**config.mk**
```make
export PLATFORM = sky130hd
export DESIGN_NAME = i2c_register_access_master_core_flat
export DESIGN_NICKNAME = d
export VERILOG_FILES = /design/src/hdl/irm_pkg.sv /design/src/hdl/irm_if.sv /design/src/hdl/irm_seq.sv /design/src/hdl/i2c_register_access_master_core.sv /design/src/flat_wrapper.sv
export VERILOG_INCLUDE_DIRS = /design/src /design/src/hdl
export SDC_FILE = /design/constraint.sdc
export NUM_CORES = 1
export LEC_CHECK = 0
export BUFFER_PORTS_ARGS = -buffer_cell sky130_fd_sc_hd__buf_2
export CORE_MARGIN = 8
export CORE_UTILIZATION = 53
export DETAILED_ROUTE_END_ITERATION = 8
export GPL_TIMING_DRIVEN = 0
export PLACE_DENSITY = 0.77
export SYNTH_ARGS = -nofsm -noshare
export SYNTH_HDL_FRONTEND = slang
export SYNTH_SLANG_ARGS = --single-unit
```
**constraint.sdc**
```tcl
create_clock -name clk -period 2.6 [get_ports clk]
set_clock_uncertainty 0.1 [all_clocks]
set_input_delay 0.26 -clock clk [delete_from_list [all_inputs] [get_ports clk]]
set_output_delay 0.26 -clock clk [all_outputs]
set_load 0.02 [all_outputs]
```
**src/hdl/i2c_register_access_master_core_defines.svh**
```systemverilog
// Assertion macros shared by the I2C register access master RTL.
// No dependencies; included by files that carry concurrent assertions.
// Both macros have empty bodies for synthesis.
`ifndef I2C_REGISTER_ACCESS_MASTER_CORE_DEFINES_SVH
`define I2C_REGISTER_ACCESS_MASTER_CORE_DEFINES_SVH

`ifndef SYNTHESIS
// Clocked assertion with asynchronous active-low reset as disable
`define IRM_ASSERT(name, clk, rst_n, prop) \
	name: assert property (@(posedge clk) disable iff (!rst_n) prop) \
		else $error("irm assertion failed");
// Same, with a caller-supplied message
`define IRM_ASSERT_MSG(name, clk, rst_n, prop, msg) \
	name: assert property (@(posedge clk) disable iff (!rst_n) prop) \
		else $error(msg);
`else
`define IRM_ASSERT(name, clk, rst_n, prop)
`define IRM_ASSERT_MSG(name, clk, rst_n, prop, msg)
`endif

`endif

```
**src/hdl/irm_pkg.sv**
```systemverilog
// Types and constants for the I2C register access master.
// No dependencies; used by the interfaces, the sequencer and the top level.
package irm_pkg;

	localparam int unsigned DEV_ADDR_W = 7;
	localparam logic [DEV_ADDR_W-1:0] DEV_ADDR_RESET = 7'd93;

	// Command codes
	localparam logic [1:0] OP_WRITE = 2'd1;
	localparam logic [1:0] OP_READ  = 2'd2;

	// One half-bit tick of input
	typedef struct packed {
		logic [1:0]  opcode;
		logic [15:0] reg_address;
		logic [7:0]  byte_count;
		logic [7:0]  write_data;
		logic        sda_level;
	} irm_in_t;

	// Line levels and status for one tick
	typedef struct packed {
		logic       scl_level;
		logic       sda_release;
		logic [7:0] read_data;
		logic       read_valid;
		logic       read_last;
		logic       write_taken;
		logic       busy_res;
		logic       done_res;
		logic       nak_error;
	} irm_out_t;

endpackage

```
**src/hdl/irm_if.sv**
```systemverilog
// Valid/ready stream interfaces for the I2C register access master.
// Depends on irm_pkg for the payload types.
interface irm_in_if;
	logic              valid;
	logic              ready;
	irm_pkg::irm_in_t  payload;

	modport source (output valid, output payload, input ready);
	modport sink   (input valid, input payload, output ready);
endinterface

interface irm_out_if;
	logic              valid;
	logic              ready;
	irm_pkg::irm_out_t payload;

	modport source (output valid, output payload, input ready);
	modport sink   (input valid, input payload, output ready);
endinterface

```
**src/hdl/irm_seq.sv**
```systemverilog
// Bus sequencer: state registers and one half-bit step of the I2C master.
// Depends on irm_pkg and the assertion macro header.
`include "i2c_register_access_master_core_defines.svh"

module irm_seq #(
	parameter int unsigned ACK_POLLS = 50
) (
	input  logic                              clk,
	input  logic                              arst_n,
	input  logic                              adv,
	input  irm_pkg::irm_in_t                  item,
	input  logic [irm_pkg::DEV_ADDR_W-1:0]    device_address,
	output irm_pkg::irm_out_t                 result
);

	// Phase codes
	localparam logic [4:0] PH_IDLE     = 5'd0;
	localparam logic [4:0] PH_RS_A     = 5'd2;
	localparam logic [4:0] PH_ST_B     = 5'd3;
	localparam logic [4:0] PH_ST_C     = 5'd4;
	localparam logic [4:0] PH_ST_D     = 5'd5;
	localparam logic [4:0] PH_WB_SET   = 5'd6;
	localparam logic [4:0] PH_WB_HIGH  = 5'd7;
	localparam logic [4:0] PH_WB_LOW   = 5'd8;
	localparam logic [4:0] PH_ACK_POLL = 5'd9;
	localparam logic [4:0] PH_ACK_LOW  = 5'd10;
	localparam logic [4:0] PH_RB_HIGH  = 5'd11;
	localparam logic [4:0] PH_RB_LOW   = 5'd12;
	localparam logic [4:0] PH_AK_A     = 5'd13;
	localparam logic [4:0] PH_AK_B     = 5'd14;
	localparam logic [4:0] PH_AK_C     = 5'd15;
	localparam logic [4:0] PH_AK_D     = 5'd16;
	localparam logic [4:0] PH_NK_A     = 5'd17;
	localparam logic [4:0] PH_NK_B     = 5'd18;
	localparam logic [4:0] PH_NK_C     = 5'd19;
	localparam logic [4:0] PH_SP_A     = 5'd20;
	localparam logic [4:0] PH_SP_B     = 5'd21;
	localparam logic [4:0] PH_SP_C     = 5'd22;
	localparam logic [4:0] PH_EP_A     = 5'd23;
	localparam logic [4:0] PH_EP_B     = 5'd24;
	localparam logic [4:0] PH_EP_C     = 5'd25;

	// Which byte is in flight
	localparam logic [2:0] STG_ADDR_W = 3'd0;
	localparam logic [2:0] STG_REG_H  = 3'd1;
	localparam logic [2:0] STG_REG_L  = 3'd2;
	localparam logic [2:0] STG_ADDR_R = 3'd3;
	localparam logic [2:0] STG_DATA   = 3'd4;

	localparam logic [7:0] POLL_LIMIT = 8'(ACK_POLLS);

	logic [4:0]  phase_q, phase_d;
	logic [2:0]  stage_q, stage_d;
	logic [2:0]  bit_index_q, bit_index_d;
	logic [7:0]  shift_q, shift_d;
	logic [7:0]  bytes_left_q, bytes_left_d;
	logic [7:0]  poll_count_q, poll_count_d;
	logic [15:0] held_reg_q, held_reg_d;
	logic        is_read_q, is_read_d;
	logic [7:0]  poll_next;
	logic [7:0]  bytes_dec;
	logic        data_or_stop;
	logic        msb;

	assign msb       = shift_q[7];
	assign poll_next = poll_count_q + 8'd1;
	assign bytes_dec = bytes_left_q - 8'd1;

	// One half-bit step
	always_comb begin
		phase_d      = phase_q;
		stage_d      = stage_q;
		bit_index_d  = bit_index_q;
		shift_d      = shift_q;
		bytes_left_d = bytes_left_q;
		poll_count_d = poll_count_q;
		held_reg_d   = held_reg_q;
		is_read_d    = is_read_q;
		data_or_stop = 1'b0;
		result       = '0;
		result.scl_level   = 1'b1;
		result.sda_release = 1'b1;
		result.busy_res    = 1'b1;

		case (phase_q)
			PH_IDLE: begin
				result.busy_res = 1'b0;
				if (item.opcode inside {irm_pkg::OP_WRITE, irm_pkg::OP_READ}) begin
					result.busy_res = 1'b1;
					held_reg_d      = item.reg_address;
					bytes_left_d    = item.byte_count;
					is_read_d       = (item.opcode == irm_pkg::OP_READ);
					stage_d         = STG_ADDR_W;
					phase_d         = PH_ST_B;
				end
			end
			PH_RS_A: begin
				result.scl_level = 1'b0;
				phase_d          = PH_ST_B;
			end
			PH_ST_B: phase_d = PH_ST_C;
			PH_ST_C: begin
				result.sda_release = 1'b0;
				phase_d            = PH_ST_D;
			end
			PH_ST_D: begin
				result.scl_level   = 1'b0;
				result.sda_release = 1'b0;
				shift_d            = {device_address, (stage_q == STG_ADDR_R)};
				bit_index_d        = 3'd0;
				phase_d            = PH_WB_SET;
			end
			PH_WB_SET: begin
				result.scl_level   = 1'b0;
				result.sda_release = msb;
				phase_d            = PH_WB_HIGH;
			end
			PH_WB_HIGH: begin
				result.sda_release = msb;
				phase_d            = PH_WB_LOW;
			end
			PH_WB_LOW: begin
				result.scl_level   = 1'b0;
				result.sda_release = msb;
				shift_d            = {shift_q[6:0], 1'b0};
				if (bit_index_q == 3'd7) begin
					bit_index_d  = 3'd0;
					poll_count_d = 8'd0;
					phase_d      = PH_ACK_POLL;
				end else begin
					bit_index_d = bit_index_q + 3'd1;
					phase_d     = PH_WB_SET;
				end
			end
			// Target ACK: SDA pulled low while SCL is high
			PH_ACK_POLL: begin
				if (!item.sda_level) begin
					poll_count_d = 8'd0;
					phase_d      = PH_ACK_LOW;
				end else if (poll_next >= POLL_LIMIT) begin
					poll_count_d = 8'd0;
					phase_d      = PH_EP_A;
				end else begin
					poll_count_d = poll_next;
				end
			end
			PH_ACK_LOW: begin
				result.scl_level = 1'b0;
				bit_index_d      = 3'd0;
				case (stage_q)
					STG_ADDR_W: begin
						shift_d = held_reg_q[15:8];
						stage_d = STG_REG_H;
						phase_d = PH_WB_SET;
					end
					STG_REG_H: begin
						shift_d = held_reg_q[7:0];
						stage_d = STG_REG_L;
						phase_d = PH_WB_SET;
					end
					STG_REG_L: begin
						if (is_read_q) begin
							stage_d = STG_ADDR_R;
							phase_d = PH_RS_A;
						end else begin
							data_or_stop = 1'b1;
						end
					end
					STG_ADDR_R: begin
						if (bytes_left_q == 8'd0) begin
							phase_d = PH_SP_A;
						end else begin
							shift_d = 8'd0;
							phase_d = PH_RB_HIGH;
						end
					end
					default: data_or_stop = 1'b1;
				endcase
				// Next write data byte or stop
				if (data_or_stop) begin
					if (bytes_left_q != 8'd0) begin
						shift_d            = item.write_data;
						result.write_taken = 1'b1;
						bytes_left_d       = bytes_dec;
						stage_d            = STG_DATA;
						phase_d            = PH_WB_SET;
					end else begin
						phase_d = PH_SP_A;
					end
				end
			end
			PH_RB_HIGH: begin
				shift_d = {shift_q[6:0], item.sda_level};
				if (bit_index_q == 3'd7) begin
					result.read_valid = 1'b1;
					result.read_data  = {shift_q[6:0], item.sda_level};
					result.read_last  = (bytes_left_q == 8'd1);
				end
				phase_d = PH_RB_LOW;
			end
			PH_RB_LOW: begin
				result.scl_level = 1'b0;
				if (bit_index_q == 3'd7) begin
					bit_index_d  = 3'd0;
					bytes_left_d = bytes_dec;
					phase_d      = (bytes_dec != 8'd0) ? PH_AK_A : PH_NK_A;
				end else begin
					bit_index_d = bit_index_q + 3'd1;
					phase_d     = PH_RB_HIGH;
				end
			end
			PH_AK_A: begin
				result.scl_level   = 1'b0;
				result.sda_release = 1'b0;
				phase_d            = PH_AK_B;
			end
			PH_AK_B: begin
				result.sda_release = 1'b0;
				phase_d            = PH_AK_C;
			end
			PH_AK_C: begin
				result.scl_level   = 1'b0;
				result.sda_release = 1'b0;
				phase_d            = PH_AK_D;
			end
			PH_AK_D: begin
				result.scl_level = 1'b0;
				shift_d          = 8'd0;
				bit_index_d      = 3'd0;
				phase_d          = PH_RB_HIGH;
			end
			PH_NK_A: begin
				result.scl_level = 1'b0;
				phase_d          = PH_NK_B;
			end
			PH_NK_B: phase_d = PH_NK_C;
			PH_NK_C: begin
				result.scl_level = 1'b0;
				phase_d          = PH_SP_A;
			end
			PH_SP_A: begin
				result.scl_level   = 1'b0;
				result.sda_release = 1'b0;
				phase_d            = PH_SP_B;
			end
			PH_SP_B: begin
				result.sda_release = 1'b0;
				phase_d            = PH_SP_C;
			end
			PH_SP_C: begin
				result.done_res = 1'b1;
				phase_d         = PH_IDLE;
			end
			// Abort after ACK timeout: stop with error flag
			PH_EP_A, PH_EP_B: begin
				result.sda_release = 1'b0;
				phase_d            = (phase_q == PH_EP_A) ? PH_EP_B : PH_EP_C;
			end
			PH_EP_C: begin
				result.done_res  = 1'b1;
				result.nak_error = 1'b1;
				phase_d          = PH_IDLE;
			end
			default: begin
				result.busy_res = 1'b0;
				phase_d         = PH_IDLE;
			end
		endcase
	end

	// State registers advance once per processed tick
	always_ff @(posedge clk or negedge arst_n) begin
		if (!arst_n) begin
			phase_q      <= PH_IDLE;
			stage_q      <= STG_ADDR_W;
			bit_index_q  <= 3'd0;
			shift_q      <= 8'd0;
			bytes_left_q <= 8'd0;
			poll_count_q <= 8'd0;
			held_reg_q   <= 16'd0;
			is_read_q    <= 1'b0;
		end else if (adv) begin
			phase_q      <= phase_d;
			stage_q      <= stage_d;
			bit_index_q  <= bit_index_d;
			shift_q      <= shift_d;
			bytes_left_q <= bytes_left_d;
			poll_count_q <= poll_count_d;
			held_reg_q   <= held_reg_d;
			is_read_q    <= is_read_d;
		end
	end

	`IRM_ASSERT(a_done_returns_idle, clk, arst_n, adv && result.done_res |=> phase_q == PH_IDLE)
	`IRM_ASSERT(a_taken_sends_data, clk, arst_n,
		adv && result.write_taken |=> stage_q == STG_DATA && phase_q == PH_WB_SET)
	`IRM_ASSERT_MSG(a_poll_bounded, clk, arst_n, poll_count_q < POLL_LIMIT,
		"ACK poll counter reached its limit")
	`IRM_ASSERT_MSG(a_nak_only_on_abort, clk, arst_n,
		adv && result.nak_error |-> phase_q == PH_EP_C && result.done_res,
		"NAK flagged outside the abort stop")

endmodule

```
**src/hdl/i2c_register_access_master_core.sv**
```systemverilog
// I2C register access master: top level with input, config and result registers.
// Depends on irm_pkg, irm_if (irm_in_if, irm_out_if), irm_seq and the macro header.
//
// Usage: every transfer on req is one half-bit tick of the I2C bus. Its opcode
// starts a register write or read when the master is idle; sda_level is the
// sampled SDA line. Each tick yields exactly one transfer on rsp carrying the
// SCL level, the SDA drive, read bytes and status for that tick.
// A tick accepted into the input stage is stepped through the sequencer and held in
// the result register when that register is free or draining; rsp.valid then rises.
// Throughput: one tick per cycle while rsp is not stalled; the sequencer step between
// the input register and the result register is combinational.
// cfg_we with cfg_wdata writes the 7-bit device address; write it only while no
// tick is in flight.
// Reset: arst_n returns the bus sequencer to idle (lines released), empties both
// stages and sets the device address to 93.
// Stall: while rsp.ready is low the result register holds, the input stage
// fills once and req.ready then drops until rsp drains.
`include "i2c_register_access_master_core_defines.svh"

module i2c_register_access_master_core #(
	parameter int unsigned ACK_POLLS = 50
) (
	input  logic                              clk,
	input  logic                              arst_n,
	irm_in_if.sink                            req,
	irm_out_if.source                         rsp,
	input  logic                              cfg_we,
	input  logic [irm_pkg::DEV_ADDR_W-1:0]    cfg_wdata
);

	logic [irm_pkg::DEV_ADDR_W-1:0] dev_addr_q;
	irm_pkg::irm_in_t               item_s1;
	logic                           valid_s1;
	irm_pkg::irm_out_t              res_d;
	irm_pkg::irm_out_t              res_q;
	logic                           res_valid_q;
	logic                           adv;

	// Step a tick when the result register is free or draining
	assign adv       = valid_s1 && (!res_valid_q || rsp.ready);
	assign req.ready = !valid_s1 || adv;
	assign rsp.valid = res_valid_q;
	assign rsp.payload = res_q;

	// Device address register
	always_ff @(posedge clk or negedge arst_n) begin
		if (!arst_n) begin
			dev_addr_q <= irm_pkg::DEV_ADDR_RESET;
		end else if (cfg_we) begin
			dev_addr_q <= cfg_wdata;
		end
	end

	// Input stage
	always_ff @(posedge clk or negedge arst_n) begin
		if (!arst_n) begin
			valid_s1 <= 1'b0;
		end else if (req.ready) begin
			valid_s1 <= req.valid;
		end
	end

	always_ff @(posedge clk) begin
		if (req.valid && req.ready) begin
			item_s1 <= req.payload;
		end
	end

	irm_seq #(
		.ACK_POLLS (ACK_POLLS)
	) u_seq (
		.clk            (clk),
		.arst_n         (arst_n),
		.adv            (adv),
		.item           (item_s1),
		.device_address (dev_addr_q),
		.result         (res_d)
	);

	// Result register
	always_ff @(posedge clk or negedge arst_n) begin
		if (!arst_n) begin
			res_valid_q <= 1'b0;
		end else if (adv) begin
			res_valid_q <= 1'b1;
		end else if (rsp.ready) begin
			res_valid_q <= 1'b0;
		end
	end

	always_ff @(posedge clk) begin
		if (adv) begin
			res_q <= res_d;
		end
	end

	`IRM_ASSERT(a_no_overwrite, clk, arst_n, res_valid_q && !rsp.ready |-> !adv)
	`IRM_ASSERT_MSG(a_stage_drains, clk, arst_n,
		valid_s1 && !adv |=> valid_s1 && $stable(item_s1),
		"pending tick lost from input stage")
	`IRM_ASSERT(a_step_fills_result, clk, arst_n, adv |=> res_valid_q)

endmodule

```
**src/flat_wrapper.sv**
```systemverilog
// flat-port wrapper written by rule: the top's interface ports become plain ports
module i2c_register_access_master_core_flat 
#(
	parameter int unsigned ACK_POLLS = 50
)
  (clk, arst_n, cfg_we, cfg_wdata, req_valid, req_payload, req_ready, rsp_valid, rsp_payload, rsp_ready);
  irm_in_if req_i ();
  irm_out_if rsp_i ();
  input  logic clk;
  input  logic arst_n;
  input  logic cfg_we;
  input  logic [irm_pkg::DEV_ADDR_W-1:0] cfg_wdata;
  input wire logic [$bits(req_i.valid)-1:0] req_valid;
  input wire logic [$bits(req_i.payload)-1:0] req_payload;
  output wire logic [$bits(req_i.ready)-1:0] req_ready;
  output wire logic [$bits(rsp_i.valid)-1:0] rsp_valid;
  output wire logic [$bits(rsp_i.payload)-1:0] rsp_payload;
  input wire logic [$bits(rsp_i.ready)-1:0] rsp_ready;
  assign req_i.valid = req_valid;
  assign req_i.payload = req_payload;
  assign req_ready = req_i.ready;
  assign rsp_valid = rsp_i.valid;
  assign rsp_payload = rsp_i.payload;
  assign rsp_i.ready = rsp_ready;
  i2c_register_access_master_core #(.ACK_POLLS(ACK_POLLS)) u_core (.clk(clk), .arst_n(arst_n), .req(req_i), .rsp(rsp_i), .cfg_we(cfg_we), .cfg_wdata(cfg_wdata));
endmodule
```
==> results of run 1 <==
## area by class of cell
type / count / share of cell area
clock inverter: 7 / 0.009471
buffer: 27 / 0.01671
timing repair inverter: 1 / 0.0007428
inverter: 13 / 0.007799
tap: 136 / 0.02526
clock buffer: 9 / 0.01838
multi-input combinational: 344 / 0.3508
sequential: 112 / 0.4550
timing repair buffer: 110 / 0.1159
## final timing paths
| kind | start | to | slack [ns] | depth (start not counted) |
|---|---|---|---|---|
| setup / recovery | u_core.u_seq.bytes_left_q[0] | u_core.u_seq.phase_q[1] | 0.07 | 8 |
| hold reg to reg | u_core.item_s1[26] | u_core.u_seq.held_reg_q[9] | 0.39 | 1 |
| max in group asynchronous | arst_n | u_core.u_seq.bytes_left_q[0] | 1.45 | 2 |
| setup reg to reg | u_core.u_seq.bytes_left_q[0] | u_core.u_seq.phase_q[1] | 0.07 | 8 |
| hold / removal | rsp_ready | u_core.rsp.valid | 0.11 | 3 |
| min in group asynchronous | arst_n | u_core.u_seq.poll_count_q[2] | 0.36 | 2 |
## worst min-delay path, cell delays in order
cell and delay (ns):
buf_2 0.09, nand2b_1 0.13, nand2b_1 0.07
## Yosys cell counts (2+ instances only)
cell       count
nand4_1        2
o21ai_0       39
and4_1         2
nor4_1         4
o211ai_1       3
a222oi_1       7
nor3_1         9
o31ai_1        4
nor3b_1        3
buf_1          5
a211oi_1       2
mux2i_1        9
nor2_1        41
dfstp_2        5
or2_2          2
o21bai_1       4
xnor2_1        2
a21oi_1       19
nor2b_1       10
or3_1          5
inv_1         13
or3b_2         2
nand2b_1      10
mux2_2        28
xor2_1         3
a311oi_1       2
edfxtp_1      51
o32a_1         2
nand2_1       36
o2bb2ai_1      9
o22ai_1        4
dfrtp_1       56
and4b_1        3
nand3_1        8
a22oi_1        2
a31oi_1        6
clkbuf_1      18
a22o_1         9
a21o_1         4
ha_1           9
and3_1         5
buf_2          6
and2_1        12
a211o_1        2
nand3b_1       2
## flip-flops by register name (all words and copies together) (netlist names), 5 cells and up
signal,cells
u_core.dev_addr_q,7
u_core.item_s1,35
u_core.rsp.payload,16
u_core.u_seq.bytes_left_q,8
u_core.u_seq.held_reg_q,16
u_core.u_seq.phase_q,5
u_core.u_seq.poll_count_q,8
u_core.u_seq.shift_q,8
## through the flow
stage	utilization	hold WS (ns)	power, mW	instances
floorplan	-	-0.1356	4.142	498
global placement	0.5881	0.3358	4.795	697
detailed placement	0.5881	0.3381	4.821	697
CTS	0.6532	0.02001	5.909	758
global route	0.6586	0.1053	6.331	759
finish	0.6586	0.1119	5.968	759
## cell families (layout without fill, tap and decap cells)
| family | after synthesis | count (layout) |
|---|---|---|
| mux | 37 | 37 |
| xor+xnor | 5 | 5 |
| fa+ha+maj | 9 | 9 |
| flops | 112 | 112 |
| compound gates | 133 | 133 |
| buf+inv | 42 | 167 |
| simple gates | 160 | 160 |
## power by group through the flow
| stage | clock, mW | combinational (mW) | sequential, mW |
|---|---|---|---|
| 2_1_floorplan | 0 | 1.60 | 2.54 |
| 3_3_place_gp | 0 | 2.21 | 2.58 |
| 3_5_place_dp | 0 | 2.22 | 2.60 |
| 4_1_cts | 1.03 | 2.32 | 2.56 |
| 5_1_grt | 1.07 | 2.63 | 2.63 |
| 6_report | 0.992 | 2.40 | 2.58 |
## routing by layer
metal / global-route usage / part of all wire / up-vias
met1: 0.2478 / 0.43 / 2136
li1: - / - / 2098
met5: 0 / 0 / -
met4: 0.08567 / 0.021 / 0
met2: 0.3290 / 0.48 / 161
met3: 0.04522 / 0.069 / 21
## timing repair
item / CTS / global route
setup endpoints to repair: 41 / 29
resized for setup: 9 / 16
buffers inserted: 2 / 1
endpoints found under the hold margin: 43 / 56
hold buffers: 43 / 1
cloned: 1 / 0
pin swaps: 0 / 3
==> metrics.md, run 1 <==
| Metric | Value |
|---|---|
| Critical path fanouts, max | `6` |
| CP Buf/Inv Count | `1` |
| Area of the die | `13960 sq um` |
| Post-route setup TNS | `0 ns` |
| Ant diodes | `0` |
| Final instance area | `6738 sq um` |
| Clock slew at reported path FFs | `0.12 ns` |
| H-tree Lvls | `3` |
| Worst EP arrival | `2.73 ns` |
| Synthesized Nets | `554` |
| Max-slew headroom | `0.4604` |
| Status | `completed` |
| Sw Pwr | `2.373 mW` |
| Sequential fraction of the synthesis area | `0.5539` |
| Syn Inst Count | `498` |
| Max Clk Rate | `0.3948 GHz` |
| Maxcap violations | `0` |
| Yosys Warn Count | `0` |
| Leakage | `2.701 nW` |
| WL/cell | `18.18 um` |
| Cell chain of the critical path | `inv_2 > ha_1 > or4b_4 > or2_4 > or3_1 > a31oi_1 > o22ai_1 > mux2_2` |
| Hold Crit Class | `in2reg` |
| Crit end category | `flip-flop` |
| Share of layout cells above drive strength 1 | `0.2392` |
| Combinational Power Share | `0.402` |
| # rows | `37` |
| Main combinational cell family by area after synthesis | `compound AO/OA/AOI/OAI gates` |
| DR pass1 iterations | `5` |
| Cts bufs inserted | `9` |
| Fillers | `778` |
| Worst slew pin tran | `0.8094 ns` |
| Synth Area in Adders | `0.02036` |
| Flip-flop and latch area | `3065 sq um` |
| Grt total ovfl | `0` |
| Slowest cell delay on critical path | `0.49 ns` |
| Nets | `674` |
| Post-synthesis mux area share | `0.07329` |
| Commonest cells after routing, fill and taps aside | `buf_2 (67), dfrtp_1 (55), edfxtp_1 (51), dlygate4sd3_1 (44), nor2_1 (40)` |
| Area share of the largest cell type after synthesis | `0.2769` |
| CP Data Required Time | `2.80 ns` |
| EDFF count, synth | `51` |
| Reg power frac | `0.432` |
| CP top delay family | `simple AND/OR/NAND/NOR gates` |
| Die width | `118.2 um` |
| Post-synth top flop | `dfrtp_1` |
| Clk network pwr share | `0.166` |
| Mapped Area | `5532 sq um` |
| Routability cong. | `0.9401` |
| Die Y | `118.2 um` |
| Vias per cell | `5.818` |
| Max Buffers Root-to-Sink | `2` |
| Seq cells post-synth | `112` |
| Post-Place Setup Slack | `-0.2806 ns` |
| Min Tclk post-route | `2.533 ns` |
| Detail Placement HPWL | `9291 um` |
| Syn_area_per_cell | `11.11 sq um` |
| Global Route Usage Sum | `0.1995` |
| Final worst slack | `0.06706 ns` |
| Multi-input gate area | `2364 sq um` |
| Worst ir drop on vdd | `0.0006545 V` |
| Largest net degree at the start of global routing | `62` |
| CTS tree | `built` |
| Clock Latency Late Sink | `0.40 ns` |
| WS Path Type | `reg2reg` |
| Number of clock sinks | `112` |
| Pwr dens | `885.7 nW/um^2` |
| Clk root buf | `clkbuf_8` |
| Area grow syn2layout | `21.80%` |
| Commonest non-fill, non-tap cell in the layout | `buf_2` |
| Final Max Slew Viols | `0` |
| Final setup fails | `0` |
| Hold Fails Final Rpt | `0` |
| Synth Area in Compound Gates | `0.1649` |
| Fin crit share | `0.9742` |
| Area after DPL | `6017 sq um` |
| Starting Density | `0.5407` |
| Unique masters post-synth | `64` |
| Antenna viol nets, final | `0` |
| Detailed Route Iter0 Violations | `409` |
| First-pass GRT wire length | `22580 um` |
| Slowest cell on crit path | `or4b_4` |
| # port buffers | `63` |
| Synth async-reset ratio | `0.5446` |
| Vias in the first global route | `4444` |
| Crit start category | `flip-flop` |
| Drt total wl | `13800 um` |
| Synth area leader | `edfxtp_1` |
| Initial antenna violation count | `0` |
| Internal power | `3.595 mW` |
| Most area-consuming cells after synthesis | `edfxtp_1 (28%), dfrtp_1 (25%), mux2_2 (5.7%)` |
| Core ar. | `10230 sq um` |
| Post-route DRC | `0` |
| Switching fraction of total power | `0.3976` |
| RSZ-0062 raised after global routing | `true` |
| Vias | `4416` |
| Simple-gate area share of the yosys netlist | `0.1497` |
| XOR/XNOR Fraction of Synth Area | `0.007917` |
| Number of top-level pins | `65` |
(Power assumes the default switching activity.)
==> inputs of run 2 (changes only) <==
--- a/config.mk
+++ b/config.mk
@@ -7,10 +7,12 @@
 export NUM_CORES = 1
 export LEC_CHECK = 0
 export BUFFER_PORTS_ARGS = -buffer_cell sky130_fd_sc_hd__buf_2
+export CAP_MARGIN = 5
 export CORE_MARGIN = 8
 export CORE_UTILIZATION = 53
 export DETAILED_ROUTE_END_ITERATION = 8
 export GPL_TIMING_DRIVEN = 0
+export HOLD_SLACK_MARGIN = 0.12
 export PLACE_DENSITY = 0.77
 export SYNTH_ARGS = -nofsm -noshare
 export SYNTH_HDL_FRONTEND = slang
==> metrics.md, run 2 (same netlist as run 1, synthesis figures left out) <==
| Metric | Value |
|---|---|
| Core ar. | `10230 sq um (unchanged)` |
| RSZ-0062 raised after global routing | `false` |
| Detail Placement HPWL | `9483 um (+2.1%)` |
| Max Buffers Root-to-Sink | `2 (unchanged)` |
| Worst EP arrival | `2.71 ns (-0.02 ns)` |
| Commonest non-fill, non-tap cell in the layout | `buf_2` |
| CP Data Required Time | `2.78 ns (-0.02 ns)` |
| Pwr dens | `903.8 nW/um^2 (+2.0%)` |
| Clock Latency Late Sink | `0.39 ns (about the same)` |
| Switching fraction of total power | `0.3954 (-0.002254)` |
| Number of flip-flops in the largest register | `35 (unchanged)` |
| Final setup fails | `0 (unchanged)` |
| Nets | `683 (+1.3%)` |
| WL/cell | `18.68 um (+2.8%)` |
| Vias per cell | `5.850 (+0.55%)` |
| Post-route setup TNS | `0 ns (unchanged)` |
| Initial antenna violation count | `1 (+1)` |
| Clk network pwr share | `0.184 (+0.018)` |
| Non-Filler Instances | `769 (+1.3%)` |
| Cts bufs inserted | `9 (unchanged)` |
| Commonest cells after routing, fill and taps aside | `buf_2 (68), dfrtp_1 (55), edfxtp_1 (51), dlygate4sd3_1 (46), nor2_1 (41)` |
| Internal power | `3.757 mW (+4.5%)` |
| Drt total wl | `14370 um (+4.1%)` |
| DR pass1 iterations | `5 (unchanged)` |
| Hold Fails Final Rpt | `0 (unchanged)` |
| Max Clk Rate | `0.3943 GHz (-0.13%)` |
| First-pass GRT wire length | `22940 um (+1.6%)` |
| Critical path fanouts, max | `4 (-2)` |
| Final Max Slew Viols | `0 (unchanged)` |
| Max-slew headroom | `0.4457 (-0.01471)` |
| Setup slack, reg-to-reg | `0.06 ns (about the same)` |
| WS Path Type | `reg2reg` |
| Status | `completed` |
| Final core occ | `0.6720 (+0.01345)` |
| Starting Density | `0.5407 (unchanged)` |
| Top reg by flops | `u_core.item_s1` |
| Area grow syn2layout | `24.29%` |
| Grt total ovfl | `0 (unchanged)` |
| Min Tclk post-route | `2.536 ns (+0.003303 ns)` |
| Worst slew pin tran | `0.8315 ns (+0.02206 ns)` |
| Number of top-level pins | `65 (unchanged)` |
| # rows | `37 (unchanged)` |
| Fin crit share | `0.9755 (+0.001270)` |
| # port buffers | `63 (unchanged)` |
| Vias | `4499 (+1.9%)` |
| Clk root buf | `clkbuf_8` |
| Die Y | `118.2 um (unchanged)` |
| Maxcap violations | `0 (unchanged)` |
| Worst ir drop on vdd | `0.0004551 V (-30%)` |
| CTS tree | `built` |
| Global Route Usage Sum | `0.2033 (+0.003813)` |
| Post-route DRC | `0 (unchanged)` |
| Leakage | `2.771 nW (+2.6%)` |
| Routability cong. | `0.9401 (unchanged)` |
| Vias in the first global route | `4421 (-0.52%)` |
| Detailed Route Iter0 Violations | `389 (-4.9%)` |
| Die width | `118.2 um (unchanged)` |
| Antenna viol nets, final | `0 (unchanged)` |
| Combinational Power Share | `0.402 (about the same)` |
| Clock slew at reported path FFs | `0.12 ns (about the same)` |
| Crit start category | `flip-flop` |
| Area of the die | `13960 sq um (unchanged)` |
| Share of layout cells above drive strength 1 | `0.2468 (+0.007670)` |
| Number of clock sinks | `112 (unchanged)` |
| Hold Crit Class | `in2reg` |
| Cells after DPL | `699 (+0.29%)` |
| Sw Pwr | `2.457 mW (+3.5%)` |
| Largest net degree at the start of global routing | `35 (-44%)` |
| Reg power frac | `0.413 (-0.019)` |
| Crit end category | `flip-flop` |
| H-tree Lvls | `3 (unchanged)` |
[run 2: changes by cell type in the layout (fill, tap and decap cells not counted), sizes merged]
| cell | delta |
|---|---|
| buf | +6 |
| dlygate4sd3 | +2 |
| bufinv | +1 |
| clkbuf | +1 |
| clkinv | -1 |
| diode | +1 |
[run 2: metal layers]
layer | track usage | part of all wire | vias up
li1 | - | - | 2120
met1 | 0.2554 | 0.43 | 2159
met2 | 0.3332 | 0.48 | 194
met3 | 0.04569 | 0.071 | 26
met4 | 0.08487 | 0.023 | 0
met5 | 0 | 0 | -
[run 2: area by class of cell]
| type | instances | area, sq um |
|---|---|---|
| Antenna cell | 1 | 2.502 |
| Buffer | 28 | 120.1 |
| Clock buffer | 9 | 123.9 |
| Clock inverter | 7 | 98.84 |
| Fill cell | 778 | 3356 |
| Inverter | 13 | 52.55 |
| Multi-Input combinational cell | 344 | 2361 |
| Sequential cell | 112 | 3065 |
| Tap cell | 136 | 170.2 |
| Timing Repair Buffer | 118 | 875.8 |
| Timing Repair inverter | 1 | 5.005 |
[run 2: power groups by stage]
stage	Sequential, mW	Clock (mW)	Combinational (mW)
3_3_place_gp	2.58	0	2.21
4_1_cts	2.56	1.15	2.34
2_1_floorplan	2.54	0	1.60
3_5_place_dp	2.60	0	2.23
6_report	2.57	1.14	2.50
5_1_grt	2.62	1.21	2.71
[run 2: critical path, stage by stage, from the launching register on]
cell	delay (ns)
dfrtp_2	0.43
inv_2	0.09
ha_1	0.15
or4b_4	0.49
or2_4	0.29
or3_1	0.36
a31oi_1	0.13
o22ai_1	0.10
mux2_2	0.26
[run 2: worst paths after layout]
kind,cells after the start,endpoint,startpoint
worst max-delay path,8,u_core.u_seq.phase_q[1],u_core.u_seq.bytes_left_q[0]
worst min-delay path,2,u_core.dev_addr_q[2],cfg_we
worst max register to register,8,u_core.u_seq.phase_q[1],u_core.u_seq.bytes_left_q[0]
worst min register to register,1,u_core.u_seq.held_reg_q[13],u_core.item_s1[30]
max in group asynchronous,3,u_core.u_seq.stage_q[0],arst_n
min in group asynchronous,2,u_core.u_seq.poll_count_q[2],arst_n
[run 2: what timing repair did]
action	4_1_cts	5_1_grt
setup buffers	1	6
gates resized for setup	8	19
setup endpoints to repair	47	30
pin swaps	0	3
hold buffers	46	0
endpoints found under the hold margin	72	0
cloned	1	0
[run 2: stage by stage]
stage,total power [mW],setup slack [ns],instance area [sq um],hold WS [ns]
after floorplan,4.142,0.1605,5532,-0.1356
after global placement,4.795,-0.2395,6017,0.3358
final,6.214,0.06376,6875,0.2530
after global routing,6.537,0.01272,6875,0.2548
after detailed placement,4.830,-0.3197,6065,0.3086
after CTS,6.052,0.003101,6787,0.2325
==> inputs of run 3 (changes only) <==
--- a/config.mk
+++ b/config.mk
@@ -6,6 +6,7 @@
 export SDC_FILE = /design/constraint.sdc
 export NUM_CORES = 1
 export LEC_CHECK = 0
+export ABC_AREA = 1
 export BUFFER_PORTS_ARGS = -buffer_cell sky130_fd_sc_hd__buf_2
 export CAP_MARGIN = 5
 export CORE_MARGIN = 8
==> metrics.md, run 3 <==
| Metric | Value |
|---|---|
| Cts bufs inserted | `9 (unchanged)` |
| Combinational Power Share | `0.433 (+0.031)` |
| Drt total wl | `14060 um (-2.2%)` |
| Synthesized Nets | `700 (+26%)` |
| Detail Placement HPWL | `9815 um (+3.5%)` |
| Synth area leader | `edfxtp_1` |
| Global Route Usage Sum | `0.1994 (-0.003983)` |
| Routability cong. | `0.8726 (-7.2%)` |
| Min Tclk post-route | `2.417 ns (-0.1188 ns)` |
| Status | `completed` |
| CTS tree | `built` |
| Crit start category | `input port` |
| Max-slew headroom | `0.5733 (+0.1276)` |
| RSZ-0062 raised after global routing | `false` |
| # port buffers | `63 (unchanged)` |
| Clock slew at reported path FFs | `0.11 ns (about the same)` |
| Cells after DPL | `848 (+21%)` |
| Hold Fails Final Rpt | `0 (unchanged)` |
| Top reg by flops | `u_core.item_s1` |
| Post-route DRC | `0 (unchanged)` |
| Final Max Slew Viols | `0 (unchanged)` |
| Clk network pwr share | `0.166 (-0.018)` |
| Post-synth top flop | `dfrtp_1` |
| # rows | `38 (+2.7%)` |
| Area grow syn2layout | `21.09%` |
| Most common cell in the netlist | `nand2_1` |
| Number of top-level pins | `65 (unchanged)` |
| Number of flip-flops in the largest register | `35 (unchanged)` |
| Largest net degree at the start of global routing | `42 (+20%)` |
| Fin crit share | `0.9298 (-0.04569)` |
| Clk root buf | `clkbuf_8` |
| Mapped Area | `5786 sq um (+4.6%)` |
| Starting Density | `0.5384 (-0.002237)` |
| Yosys Warn Count | `0 (unchanged)` |
| Core ar. | `10750 sq um (+5.0%)` |
| Post-route setup TNS | `0 ns (unchanged)` |
| Clock Latency Late Sink | `0.40 ns (about the same)` |
| Syn_area_per_cell | `8.984 sq um (-19%)` |
| Non-Filler Instances | `911 (+18%)` |
| Hold Crit Class | `in2reg` |
| Max Buffers Root-to-Sink | `2 (unchanged)` |
| Ant diodes | `0 (-1)` |
| Maxcap violations | `0 (unchanged)` |
| Commonest non-fill, non-tap cell in the layout | `nand2_1` |
| Area share of the largest cell type after synthesis | `0.2647 (-0.01215)` |
| Unique masters post-synth | `42 (-34%)` |
| Sw Pwr | `2.919 mW (+19%)` |
| Seq cells post-synth | `112 (unchanged)` |
| Die Y | `120.5 um (+2.0%)` |
| Internal power | `3.845 mW (+2.4%)` |
| First-pass GRT wire length | `23320 um (+1.7%)` |
| Most area-consuming cells after synthesis | `edfxtp_1 (26%), dfrtp_1 (24%), nand2_1 (10%)` |
| Vias per cell | `5.292 (-9.5%)` |
| WHS | `0.2437 ns (-0.009276 ns)` |
| Worst slew pin tran | `0.6400 ns (-0.1915 ns)` |
| WL/cell | `15.43 um (-17%)` |
| CP Data Required Time | `2.82 ns (+0.04 ns)` |
| Reg power frac | `0.402 (-0.011)` |
| Initial antenna violation count | `0 (-1)` |
| WS Path Type | `in2reg` |
| PostCTS Resize Cnt | `0 (-8)` |
| Area of the die | `14520 sq um (+4.0%)` |
| Pwr dens | `965.5 nW/um^2 (+6.8%)` |
| Synth async-reset ratio | `0.5446 (unchanged)` |
| Commonest cells after routing, fill and taps aside | `nand2_1 (154), nor2_1 (78), buf_2 (67), inv_1 (60), dfrtp_1 (56)` |
| Die width | `120.5 um (+2.0%)` |
| Sequential fraction of the synthesis area | `0.5296 (-0.02432)` |
| EDFF count, synth | `51 (unchanged)` |
| DR pass1 iterations | `5 (unchanged)` |
| Crit end category | `flip-flop` |
| Vias | `4821 (+7.2%)` |
| Max Clk Rate | `0.4137 GHz (+4.9%)` |
| Grt total ovfl | `0 (unchanged)` |
| H-tree Lvls | `3 (unchanged)` |
| Syn Inst Count | `644 (+29%)` |
| Number of clock sinks | `112 (unchanged)` |
| Detailed Route Iter0 Violations | `328 (-16%)` |
| Antenna viol nets, final | `0 (unchanged)` |
| Vias in the first global route | `4852 (+9.7%)` |
| Nets | `822 (+20%)` |
| Critical path fanouts, max | `21 (+17)` |
| Fillers | `872 (+12%)` |
| Worst ir drop on vdd | `0.0004658 V (+2.4%)` |
| Switching fraction of total power | `0.4315 (+0.03611)` |
| Final setup fails | `0 (unchanged)` |
| Share of layout cells above drive strength 1 | `0.2036 (-0.04320)` |
| Leakage | `3.382 nW (+22%)` |
| Commonest cells post-synth | `nand2_1 (154), nor2_1 (78), inv_1 (60)` |
| Worst EP arrival | `2.64 ns (-0.07 ns)` |
[run 3: critical path: stages]
cell	delay, ns
dlygate4sd3_1	0.53
buf_2	0.10
inv_1	0.04
nand2_1	0.07
nand2_1	0.19
inv_2	0.46
o21ai_1	0.25
nor3_4	0.40
buf_6	0.20
nand2_1	0.07
o21ai_2	0.05
[run 3: per-layer routing]
metal  GRT usage  part of all wire  vias up  wire length, um
met4     0.06401             0.019        0              265
met5           0                 0        -                0
met1      0.2563              0.46     2278             6397
met2      0.3345              0.48      129             6765
met3     0.03590             0.045       21              626
li1            -                 -     2393                -
[run 3: path summary, 6_finish.rpt]
check                                   startpoint                      endpoint  slack (ns)  depth (start not counted)
worst max-delay path                     rsp_ready  u_core.u_seq.bytes_left_q[6]        0.18                         11
worst min-delay path                        cfg_we          u_core.dev_addr_q[2]        0.24                          2
worst max register to register    u_core.rsp.valid  u_core.u_seq.bytes_left_q[6]        0.28                          8
worst min register to register  u_core.item_s1[31]   u_core.u_seq.held_reg_q[14]        0.40                          1
max in group asynchronous                   arst_n          u_core.dev_addr_q[3]        1.47                          3
min in group asynchronous                   arst_n  u_core.u_seq.bytes_left_q[4]        0.26                          2
[run 3: cells by family after synthesis]
group | count (synthesis) | share of synthesized area
AND/OR/NAND/NOR | 331 | 0.2554
flip-flops | 112 | 0.5296
multiplexers | 24 | 0.05320
adder cells (fa/ha/maj) | 9 | 0.01946
buffers and inverters | 85 | 0.06120
AO/OA/AOI/OAI | 83 | 0.08110
[run 3: metrics by stage]
stage | area (sq um) | util | setup slack, ns | power (mW)
after detailed placement | 6296 | 0.5859 | 0.3337 | 5.552
final | 7005 | 0.6520 | 0.1825 | 6.764
after floorplan | 5786 | - | 0.5813 | 4.824
after global routing | 7005 | 0.6520 | 0.02902 | 7.287
after global placement | 6276 | 0.5841 | 0.3485 | 5.474
after CTS | 6978 | 0.6494 | 0.2243 | 6.717
[run 3: power groups by stage]
stage,Combinational (mW),Clock (mW),Sequential (mW)
after floorplan,2.12,0,2.70
after global placement,2.76,0,2.71
after detailed placement,2.82,0,2.73
after CTS,2.89,1.13,2.70
after global routing,3.32,1.20,2.77
final,2.93,1.12,2.72
[run 3: layout make-up]
cell class | count | area [sq um] | share of cell area
Multi-Input combinational cell | 447 | 2367 | 0.3379
Timing Repair Buffer | 111 | 823.3 | 0.1175
Clock buffer | 9 | 123.9 | 0.01768
Sequential cell | 112 | 3064 | 0.4374
Inverter | 74 | 277.8 | 0.03965
Buffer | 11 | 76.32 | 0.01089
Tap cell | 140 | 175.2 | 0.02500
Clock inverter | 7 | 97.59 | 0.01393
[run 3: what timing repair did]
item,in CTS,in global routing
hold buffers,46,0
buffers inserted,0,0
endpoints found under the hold margin,64,0
